$ cat config.mk
export PLATFORM = sky130hd
export DESIGN_NAME = ar3d_cell
export DESIGN_NICKNAME = d
export VERILOG_FILES = /design/src/rtl/core/ar3d_pkg.sv /design/src/rtl/core/ar3d_cell.sv
export SDC_FILE = /design/constraint.sdc
export NUM_CORES = 1
export LEC_CHECK = 0
export BUFFER_PORTS_ARGS = -buffer_cell sky130_fd_sc_hd__buf_2
export CAP_MARGIN = 20
export CORE_ASPECT_RATIO = 0.7
export CORE_UTILIZATION = 30
export CTS_BUF_LIST = sky130_fd_sc_hd__clkbuf_16
export DETAILED_ROUTE_END_ITERATION = 10
export PLACE_DENSITY = 0.58
export SLEW_MARGIN = 25
export SYNTH_ARGS = -nofsm -noshare
export SYNTH_HDL_FRONTEND = slang
export SYNTH_SLANG_ARGS = --single-unit
$ cat constraint.sdc
create_clock -name clk -period 10.6 [get_ports clk]
set_input_delay 1.06 -clock clk [delete_from_list [all_inputs] [get_ports clk]]
set_output_delay 1.06 -clock clk [all_outputs]
set_load 0.03 [all_outputs]
$ cat src/rtl/core/ar3d_pkg.sv
// Shared types, constants and tables for the axis rotation pipeline.
package ar3d_pkg;

  localparam int CORDIC_STAGES = 20;
  localparam int STAGE_IDX_W   = 5;
  localparam int CORD_W        = 34;

  localparam logic signed [17:0] ANG_FULL    = 18'sd23040;
  localparam logic signed [17:0] ANG_HALF    = 18'sd11520;
  localparam logic signed [17:0] ANG_QUARTER = 18'sd5760;
  localparam logic [26:0]        ANG_TO_RAD  = 27'd74961321;
  localparam logic signed [CORD_W-1:0] GAIN_INV = CORD_W'(652032874);

  typedef enum logic [1:0] {
    AXIS_X    = 2'd0,
    AXIS_Y    = 2'd1,
    AXIS_Z    = 2'd2,
    AXIS_NONE = 2'd3
  } axis_t;

  typedef struct packed {
    axis_t              cmd;
    logic signed [31:0] in_x;
    logic signed [31:0] in_y;
    logic signed [31:0] in_z;
    logic signed [15:0] angle;
  } req_t;

  typedef struct packed {
    logic signed [31:0] out_x;
    logic signed [31:0] out_y;
    logic signed [31:0] out_z;
    logic               saturated;
  } rsp_t;

  typedef struct packed {
    logic                     valid;
    axis_t                    cmd;
    logic signed [31:0]       vx;
    logic signed [31:0]       vy;
    logic signed [31:0]       vz;
    logic                     neg;
    logic signed [CORD_W-1:0] cx;
    logic signed [CORD_W-1:0] cy;
    logic signed [CORD_W-1:0] cz;
  } cordic_t;

  function automatic logic signed [CORD_W-1:0] atan_q30(input logic [STAGE_IDX_W-1:0] i);
    logic [31:0] t;
    case (i)
      5'd0:  t = 32'h3243F6A8;
      5'd1:  t = 32'h1DAC6705;
      5'd2:  t = 32'h0FADBAFC;
      5'd3:  t = 32'h07F56EA6;
      5'd4:  t = 32'h03FEAB76;
      5'd5:  t = 32'h01FFD55B;
      5'd6:  t = 32'h00FFFAAA;
      5'd7:  t = 32'h007FFF55;
      5'd8:  t = 32'h003FFFEA;
      5'd9:  t = 32'h001FFFFD;
      5'd10: t = 32'h000FFFFF;
      5'd11: t = 32'h0007FFFF;
      5'd12: t = 32'h0003FFFF;
      5'd13: t = 32'h0001FFFF;
      5'd14: t = 32'h0000FFFF;
      5'd15: t = 32'h00007FFF;
      5'd16: t = 32'h00003FFF;
      5'd17: t = 32'h00001FFF;
      5'd18: t = 32'h00000FFF;
      5'd19: t = 32'h000007FF;
      5'd20: t = 32'h000003FF;
      5'd21: t = 32'h000001FF;
      5'd22: t = 32'h000000FF;
      5'd23: t = 32'h0000007F;
      5'd24: t = 32'h0000003F;
      5'd25: t = 32'h0000001F;
      5'd26: t = 32'h0000000F;
      5'd27: t = 32'h00000008;
      5'd28: t = 32'h00000004;
      5'd29: t = 32'h00000002;
      5'd30: t = 32'h00000001;
      default: t = 32'h00000000;
    endcase
    return $signed({{(CORD_W-32){1'b0}}, t});
  endfunction

endpackage

$ cat src/rtl/core/ar3d_cell.sv
// One CORDIC rotation step with its pipeline register.
module ar3d_cell import ar3d_pkg::*; (
  input  logic                   clk,
  input  logic                   rst,
  input  logic                   en,
  input  logic [STAGE_IDX_W-1:0] idx,
  input  cordic_t                prev,
  output cordic_t                cur
);

  logic signed [CORD_W-1:0] dx, dy, t;

  assign dx = prev.cy >>> idx;
  assign dy = prev.cx >>> idx;
  assign t  = atan_q30(idx);

  always_ff @(posedge clk) begin
    if (rst) begin
      cur.valid <= 1'b0;
    end else if (en) begin
      cur.valid <= prev.valid;
    end
    if (en) begin
      cur.cmd <= prev.cmd;
      cur.vx  <= prev.vx;
      cur.vy  <= prev.vy;
      cur.vz  <= prev.vz;
      cur.neg <= prev.neg;
      if (!prev.cz[CORD_W-1]) begin
        cur.cx <= prev.cx - dx;
        cur.cy <= prev.cy + dy;
        cur.cz <= prev.cz - t;
      end else begin
        cur.cx <= prev.cx + dx;
        cur.cy <= prev.cy - dy;
        cur.cz <= prev.cz + t;
      end
    end
  end

endmodule

==> results of run 1 <==
==> per-stage QoR <==
step | cell area [sq um] | total power [W] | setup slack (ns) | util, %
global route | 21500 | 0.00366 | 2.42 | 36.6
finish | 21500 | 0.00347 | 2.86 | 36.6
CTS | 21500 | 0.00350 | 2.93 | 36.6
floorplan | 18000 | 0.00221 | 3.46 | -
detailed placement | 20800 | 0.00268 | 2.34 | 35.4
global placement | 20800 | 0.00267 | 2.67 | 35.4
==> placed cells by master (no fill, tap or decap), types with 43 or more instances in the layout <==
cell type,count
buf_2,408
edfxtp_1,201
nor2_1,144
a21oi_1,136
nand2_1,130
xnor2_1,121
ha_1,110
o21ai_0,91
mux2i_1,65
mux4_2,60
inv_1,54
xor2_1,50
a21o_1,43
==> power by group through the flow <==
stage / Combinational (W) / Clock, W / Sequential [W]
after CTS: 0.00156 / 0.000825 / 0.00112
after global routing: 0.00169 / 0.000851 / 0.00113
final: 0.00156 / 0.000795 / 0.00111
after floorplan: 0.000805 / 0 / 0.00141
after global placement: 0.00154 / 0 / 0.00113
after detailed placement: 0.00155 / 0 / 0.00113
==> cells in the mapped netlist, types with 12 or more instances <==
master / count
edfxtp_1: 201
nor2_1: 145
a21oi_1: 136
nand2_1: 130
xnor2_1: 121
ha_1: 110
o21ai_0: 91
mux2i_1: 65
mux4_2: 60
inv_1: 50
xor2_1: 50
a21o_1: 43
clkbuf_1: 38
nand3_1: 35
buf_2: 34
a211oi_1: 31
mux2_2: 31
nor3_1: 31
a31oi_1: 27
o21a_1: 26
nand2b_1: 24
nor2b_1: 17
o211ai_1: 16
and2_1: 15
buf_1: 15
o21bai_1: 15
o22ai_1: 14
a22oi_1: 12
and3_1: 12
==> layer usage <==
metal  GRT usage [%]  up-vias  routed length [microns]
li1                -     7681                        -
met4            5.30        4                     1650
met5               0        -                       23
met2            35.0      845                    30900
met3            4.35       99                     5780
met1            29.8     8123                    30300
==> kinds of logic (layout without fill, tap and decap cells) <==
logic type,after synthesis,count (layout),synth area share (%)
other,0,1,0
XOR/XNOR,172,172,8.45
adder cells (fa/ha/maj),113,113,7.99
AO/OA/AOI/OAI,539,539,20.0
flip-flops,202,202,33.7
multiplexers,162,162,13.5
buffers and inverters,147,527,3.60
AND/OR/NAND/NOR,474,474,12.7
==> path summary, 6_finish.rpt <==
kind                                         endpoint  slack, ns
worst max-delay path                cur[66]$_DFFE_PP_       2.86
worst min-delay path            cur[201]$_SDFFE_PP0P_       0.54
worst max register to register  cur[201]$_SDFFE_PP0P_       9.99
worst min register to register  cur[201]$_SDFFE_PP0P_       0.54
==> final cells by class <==
type	instances	area [sq um]
Antenna cell	1	2.50
Clock buffer	23	576
Clock inverter	19	160
Fill cell	5925	37300
Inverter	51	191
Multi-Input combinational cell	1460	11300
Sequential cell	202	6060
Tap cell	798	998
Timing Repair Buffer	434	2260
==> critical path, delay by kind of cell <==
kind	cells	cell delay (ns)
compound gates	9	2.80
simple gates	5	1.59
buf+inv	3	1.28
fa+ha+maj	2	0.65
mux	2	0.56
xor+xnor	1	0.18
==> flow_summary.yaml, run 1 <==
grt:
  grt_pass1_vias: 16130
  antenna_found_initial: 3
  track_usage_pct: 21.7
  grt_overflow: 0
  grt_max_degree: 109
  grt_pass1_wl_microns: 101000
placement:
  post-place-cells: 2945
  gp_congestion: 0.943
  dpl.hpwl_microns: 53900
  io_buffers: 411
floorplanning:
  start_util_pct: 30.6
  dieArea_sq_um: 60900
  core-area_sq_um: 58800
  io_pins: 412
  die_h_microns: 207
  num_rows: 74
  die_w_microns: 295
synthesis:
  synth.avg_cell_area_sq_um: 9.94
  synth_edf_count: 201
  syn-num-nets: 2132
  synth_top_area_cell: "edfxtp_1"
  ys_ff_latch: 202
  yosysUniqueCellTypes: 90
  ys_async_sr_fraction_pct: 0
  synthCells: 1809
  yosysSeqAreaShare_pct: 33.7
  netlist.area_leader.share_pct: 33.6
  yosys-top-cells-area: "edfxtp_1, ha_1, mux4_2"
  synth-main-ff-cell: "edfxtp_1"
  synth_area_sq_um: 18000
  ys.warnings.count: 0
clock_tree:
  holdBufCountCts: 0
  clockBufferDepth: 3
  clock_sinks: 202
  clkTransAtPathRegs_ns: 0.06
  post_cts_buffers: 0
  clock_latency_ns: 0.55
  cts_resized: 0
  tritoncts: "built"
  cts_buffers: 23
  h-tree-depth: 1
  clockRootBuffer: "clkbuf_16"
sta:
  period_needed_ns: 7.74
  post-route-period-util_pct: 73.0
  rsz0062_at_grt: "no"
  slew_violations: 0
  max_slew_margin_pct: 29.1
  setup_viol: 0
  fmax_ghz: 0.129
  tns_ns: 0
  tightest_slew_ns: 1.06
  fin_skew_ns: 0
  hold_viol: 0
  fin_hold_ws_ns: 0.536
final_layout:
  drive_gt1_share_pct: 27.0
  final_cells: 2988
  syn_to_final_growth_pct: 19.7
  top_register: "cur"
  reg.largest.list: "cur: 202 flops"
  largest_register_ffs: 202
  nets: 2495
worst_setup_path:
  reg2reg_depth: 2
  startpoint_type: "input pin"
  crit_path_end_kind: "register"
  cp-startpoint: "idx[2]"
  required_ns: 11.00
  cp_cell_sequence: "buf_4 > buf_4 > mux4_2 > a222oi_1 > mux2i_1 > o21ai_0 > ha_1 > inv_1 > or4b_1 > nor2b_1 > nor2_1 > xor2_1 > ha_1 > nand2_1 > a211o_1 > a2111oi_0 > a211oi_1 > o21ba_2 > o21ai_0 > a211oi_1 > or4_1 > o211ai_1"
  crit_fanout: 60
  crit_path_max_incr_delay_ns: 0.67
  slowest_stage: "or4b_1"
  r2r-start: "cur[201]$_SDFFE_PP0P_"
  critPathArrivalTime_ns: 8.14
  crit_type: "input pin to register"
run_status:
  outcome: "completed"
power_and_ir_drop:
  p_sw_w: 0.00140
  p_leak_nw: 8.82
  combPwrFrac_pct: 45.0
  p_clk_share_pct: 22.9
  intPower_w: 0.00207
  peakVddDrop_mv: 0.106
  seq_power_share_pct: 32.1
  switching_share_pct: 40.2
  power.density_nw_per_um2: 161
drt:
  drc_errors: 0
  drt_wl_total_microns: 68700
  vias: 16752
  drtAntennaViolNets: 0
  drtPass1Iterations: 5
  dr.first_iter.drc_count: 1379
  viasPerCell: 5.61
  post_drt_wl_per_cell_microns: 23.0
hold_path:
  min-delay-start: "cur[201]$_SDFFE_PP0P_"
  hp-class: "register to register"
  min_path_cells: 2
job:
  drv_cap: 0
(Power assumes the default switching activity.)
==> run 2: changes to the inputs <==
==> constraint.sdc (replaced) <==
create_clock -name clk -period 8 [get_ports clk]
set_input_delay 0.8 -clock clk [delete_from_list [all_inputs] [get_ports clk]]
set_output_delay 0.8 -clock clk [all_outputs]
set_load 0.03 [all_outputs]
==> run 2 against run 1 <==
Net effect:
- clock skew unchanged
- total power up 36%
- critical path depth down 1
- count of clock-buffer cells in the layout is the same
- first-iteration DRC count down 1.9%
- global-route usage grew 0.68 points
- critical endpoint unchanged
==> flow_summary.yaml, run 2 (synthesis gave the netlist of run 1 again) <==
worst_setup_path:
  cp_cell_sequence: "buf_4 > buf_4 > mux4_2 > mux2i_1 > mux2i_1 > a221oi_1 > nor4b_1 > or4b_1 > nor2b_1 > nor2_1 > xor2_1 > ha_1 > nand2_1 > a211o_1 > a2111oi_0 > a211oi_1 > o21ba_2 > o21ai_0 > a211oi_1 > or4_1 > o211ai_1"
  crit_path_max_incr_delay_ns: 0.62
  crit_type: "input pin to register"
  path_buf_inv: 2
  slowest_stage: "or4b_1"
  startpoint_type: "input pin"
  critPathArrivalTime_ns: 7.34
  r2r-start: "cur[201]$_SDFFE_PP0P_"
  crit_fanout: 46
  reg2reg_to: "cur[201]$_SDFFE_PP0P_"
  required_ns: 8.41
  path_delay_family: "compound AO/OA/AOI/OAI gates"
  r2r_slack_ns: 7.41
  crit_path_end_kind: "register"
  reg2reg_depth: 2
final_layout:
  nFillCells: 5947
  ff_latch_area_sq_um: 6060
  nets: 2543
  design_area_sq_um: 22000
  drive_gt1_share_pct: 28.7
  reg.largest.list: "cur: 202 flops"
  top_register: "cur"
  layout_commonest_cell: "buf_2"
  most-common-layout-cells: "buf_2, edfxtp_1, nor2_1, a21oi_1, nand2_1"
  syn_to_final_growth_pct: 22.5
  multiInputGateArea_sq_um: 11300
  largest_register_ffs: 202
drt:
  dr.first_iter.drc_count: 1353
  vias: 16856
  drtPass1Iterations: 5
  viasPerCell: 5.55
  drc_errors: 0
  drt_wl_total_microns: 70700
  post_drt_wl_per_cell_microns: 23.3
  drtAntennaViolNets: 0
hold_path:
  hp-class: "input pin to register"
  min-delay-start: "rst"
  min_to: "cur[201]$_SDFFE_PP0P_"
  min_path_cells: 2
clock_tree:
  clockBufferDepth: 3
  clockRootBuffer: "clkbuf_16"
  clkTransAtPathRegs_ns: 0.06
  clock_sinks: 202
  cts_buffers: 23
  clock_latency_ns: 0.55
  holdBufCountCts: 0
  cts_resized: 0
  tritoncts: "built"
  post_cts_buffers: 0
  h-tree-depth: 1
sta:
  rsz0062_at_grt: "no"
  post-route-period-util_pct: 86.6
  period_needed_ns: 6.93
  fin_skew_ns: 0
  slew_violations: 0
  max_slew_margin_pct: 36.2
  setup_viol: 0
  hold_viol: 0
  tns_ns: 0
  fmax_ghz: 0.144
  tightest_slew_ns: 0.957
placement:
  io_buffers: 411
  gp_congestion: 0.922
  place_area_sq_um: 21200
  dpl.hpwl_microns: 56500
grt:
  grt_overflow: 0
  track_usage_pct: 22.4
  grt_pass1_vias: 16003
  grt_max_degree: 84
  grt_pass1_wl_microns: 103000
  antenna_found_initial: 4
power_and_ir_drop:
  p_leak_nw: 9.08
  peakVddDrop_mv: 0.167
  power.density_nw_per_um2: 214
floorplanning:
  io_pins: 412
  dieArea_sq_um: 60900
  start_util_pct: 30.6
  core-area_sq_um: 58800
  die_h_microns: 207
  num_rows: 74
  die_w_microns: 295
job:
  drv_cap: 0
run_status:
  outcome: "completed"
==> run 2: cell types whose count changed in the layout (fill, tap and decap cells not counted), sizes merged <==
cell | before | now
buf | 433 | 481
bufinv | 2 | 5
clkinv | 10 | 7
clkinvlp | 0 | 4
inv | 58 | 54
==> run 2: per-stage QoR <==
step	cells	setup WS, ns	total power (W)	hold slack [ns]	utilization, %
finish	3036	1.07	0.00472	0.399	37.5
global route	3036	0.542	0.00500	0.373	37.5
CTS	3035	1.08	0.00477	0.358	37.5
detailed placement	2993	0.495	0.00358	0.487	36.1
global placement	2993	0.564	0.00357	0.479	36.1
floorplan	1809	1.12	0.00293	0.630	-
==> run 2: where the power goes <==
part	internal [W]	switching [W]	leakage, nW
Clock	0.000693	0.000465	0.395
Combinational	0.000762	0.00134	6.71
Sequential	0.00142	0.0000483	1.98
==> run 2: layout make-up <==
class / instances / share of cell area [%]
clock inverter: 19 / 1.12
sequential: 202 / 27.5
antenna: 1 / 0.0114
tap: 798 / 4.53
multi-input combinational: 1460 / 51.2
timing repair buffer: 482 / 12.1
clock buffer: 23 / 2.61
inverter: 51 / 0.869
==> run 2: metal layers <==
layer	up-vias	GRT usage (%)	routed length (microns)	share of wire, %
met5	-	0	33	0.047
met4	4	5.13	1600	2.3
met3	67	4.24	5750	8.1
met2	766	35.4	31600	45
met1	8240	31.5	31700	45
li1	7779	-	-	-
==> run 2: worst max-delay path by stage <==
stage,from,to,slack (ns),cells past startpoint
global placement,idx[0],cur[67]$_DFFE_PP_,0.56,21
detailed placement,idx[0],cur[66]$_DFFE_PP_,0.50,20
floorplan,idx[4],cur[67]$_DFFE_PP_,1.12,26
global route,idx[0],cur[67]$_DFFE_PP_,0.54,21
CTS,idx[0],cur[66]$_DFFE_PP_,1.08,21
finish,idx[0],cur[66]$_DFFE_PP_,1.07,21
==> run 3: changes to the inputs <==
==> constraint.sdc (replaced) <==
create_clock -name clk -period 7.3 [get_ports clk]
set_input_delay 0.73 -clock clk [delete_from_list [all_inputs] [get_ports clk]]
set_output_delay 0.73 -clock clk [all_outputs]
set_load 0.03 [all_outputs]
==> run 3 against run 2 <==
Net effect:
- non-clock buffer count is 90 higher
- routed wire length increased by 2.8%
- global-route usage up 0.37 points
- clock power is 16% higher
- sequential share of layout area is 0.88 points lower
- setup slack worse by 0.31 ns
- count of clock-buffer cells in the layout did not move
- sequential power is 9.5% higher
- total power up 14%
- clock skew unchanged
- critical path type unchanged
==> flow_summary.yaml, run 3 (synthesis gave the netlist of run 1 again) <==
grt:
  grt_max_degree: 117
  grt_overflow: 0
  track_usage_pct: 22.8
  grt_pass1_vias: 16299
  antenna_found_initial: 1
  grt_pass1_wl_microns: 104000
worst_setup_path:
  r2r-start: "cur[201]$_SDFFE_PP0P_"
  path_buf_inv: 4
  slowest_stage: "or4b_1"
  cp-startpoint: "idx[0]"
  path_delay_family: "compound AO/OA/AOI/OAI gates"
  cp_cell_sequence: "buf_4 > buf_12 > mux4_2 > mux2i_1 > a22oi_1 > nand2_1 > nand4bb_1 > or4b_1 > buf_4 > nor2b_1 > nor2_1 > xor2_1 > ha_1 > nand2_1 > a211o_1 > a2111oi_0 > a211oi_1 > o21ba_2 > o21ai_0 > buf_4 > a211oi_1 > or4_1 > o211ai_1"
  crit_top_cell: "buf_4"
  crit_fanout: 37
  required_ns: 7.70
  crit_type: "input pin to register"
  crit_path_end_kind: "register"
  critPathArrivalTime_ns: 6.94
  crit_path_max_incr_delay_ns: 0.65
  startpoint_type: "input pin"
drt:
  vias: 17076
  drtAntennaViolNets: 0
  post_drt_wl_per_cell_microns: 23.2
  drc_errors: 0
  drt_wl_total_microns: 72600
  dr.first_iter.drc_count: 1573
  drtPass1Iterations: 6
  viasPerCell: 5.46
placement:
  gp_congestion: 0.949
  post-place-ws_ns: 0.239
  io_buffers: 411
  dpl.hpwl_microns: 58100
final_layout:
  most-common-layout-cells: "buf_2, edfxtp_1, buf_4, nor2_1, a21oi_1"
  syn_to_final_growth_pct: 26.6
  layout_commonest_cell: "buf_2"
  top_register: "cur"
  nFillCells: 5901
  drive_gt1_share_pct: 31.3
  largest_register_ffs: 202
  diodes: 0
  nets: 2633
  reg.largest.list: "cur: 202 flops"
sta:
  tns_ns: 0
  tightest_slew_ns: 1.06
  setup_slack_ns: 0.758
  hold_viol: 0
  slew_violations: 0
  fin_skew_ns: 0
  setup_viol: 0
  period_needed_ns: 6.54
  rsz0062_at_grt: "no"
  fmax_ghz: 0.153
  post-route-period-util_pct: 89.6
  max_slew_margin_pct: 29.1
hold_path:
  hp-class: "input pin to register"
  min-delay-start: "rst"
floorplanning:
  die_w_microns: 295
  start_util_pct: 30.6
  dieArea_sq_um: 60900
  io_pins: 412
  num_rows: 74
  core-area_sq_um: 58800
  die_h_microns: 207
power_and_ir_drop:
  peakVddDrop_mv: 0.159
  p_leak_nw: 9.57
  power.density_nw_per_um2: 236
job:
  drv_cap: 0
run_status:
  outcome: "completed"
clock_tree:
  clkTransAtPathRegs_ns: 0.06
  clock_sinks: 202
  clockBufferDepth: 3
  clockRootBuffer: "clkbuf_16"
  h-tree-depth: 1
  cts_resized: 0
  clock_latency_ns: 0.56
  tritoncts: "built"
  post_cts_buffers: 0
  holdBufCountCts: 0
  cts_buffers: 23
[run 3: changes by cell type in the layout (fill, tap and decap cells not counted), sizes merged]
cell,change
diode,-1
bufinv,+2
clkinv,-1
clkinvlp,-4
inv,+3
buf,+90
[run 3: metal layers]
metal  share of wire [%]  GRT usage (%)
met3                 7.4           4.19
met1                  46           31.9
met2                  45           36.4
met5               0.011              0
met4                 2.1           4.87
[run 3: final cells by class]
type	instances	area, sq um	share of cell area [%]
clock buffer	23	576	2.53
clock inverter	19	288	1.26
timing repair buffer	572	3370	14.8
multi-input combinational	1460	11300	49.6
tap	798	998	4.39
sequential	202	6060	26.6
inverter	51	191	0.841
[run 3: final timing paths]
| kind | slack [ns] | cells past startpoint | endpoint |
|---|---|---|---|
| max | 0.76 | 23 | cur[66]$_DFFE_PP_ |
| min | 0.33 | 2 | cur[201]$_SDFFE_PP0P_ |
| max reg2reg | 6.69 | 2 | cur[201]$_SDFFE_PP0P_ |
| min reg2reg | 0.54 | 2 | cur[201]$_SDFFE_PP0P_ |
[run 3: through the flow]
| stage | util [%] | instances | hold WS, ns | power, W | cell area, sq um |
|---|---|---|---|---|---|
| global route | 38.7 | 3125 | 0.310 | 0.00565 | 22800 |
| global placement | 37.2 | 3083 | 0.480 | 0.00401 | 21900 |
| finish | 38.7 | 3125 | 0.325 | 0.00536 | 22800 |
| CTS | 38.7 | 3125 | 0.294 | 0.00541 | 22800 |
| detailed placement | 37.2 | 3083 | 0.547 | 0.00403 | 21900 |
| floorplan | - | 1809 | 0.630 | 0.00322 | 18000 |
[run 3: power breakdown]
| group | switching (W) | internal (W) |
|---|---|---|
| Clock | 0.000519 | 0.000828 |
| Sequential | 0.0000514 | 0.00155 |
| Combinational | 0.00151 | 0.000903 |
| Total | 0.00208 | 0.00329 |
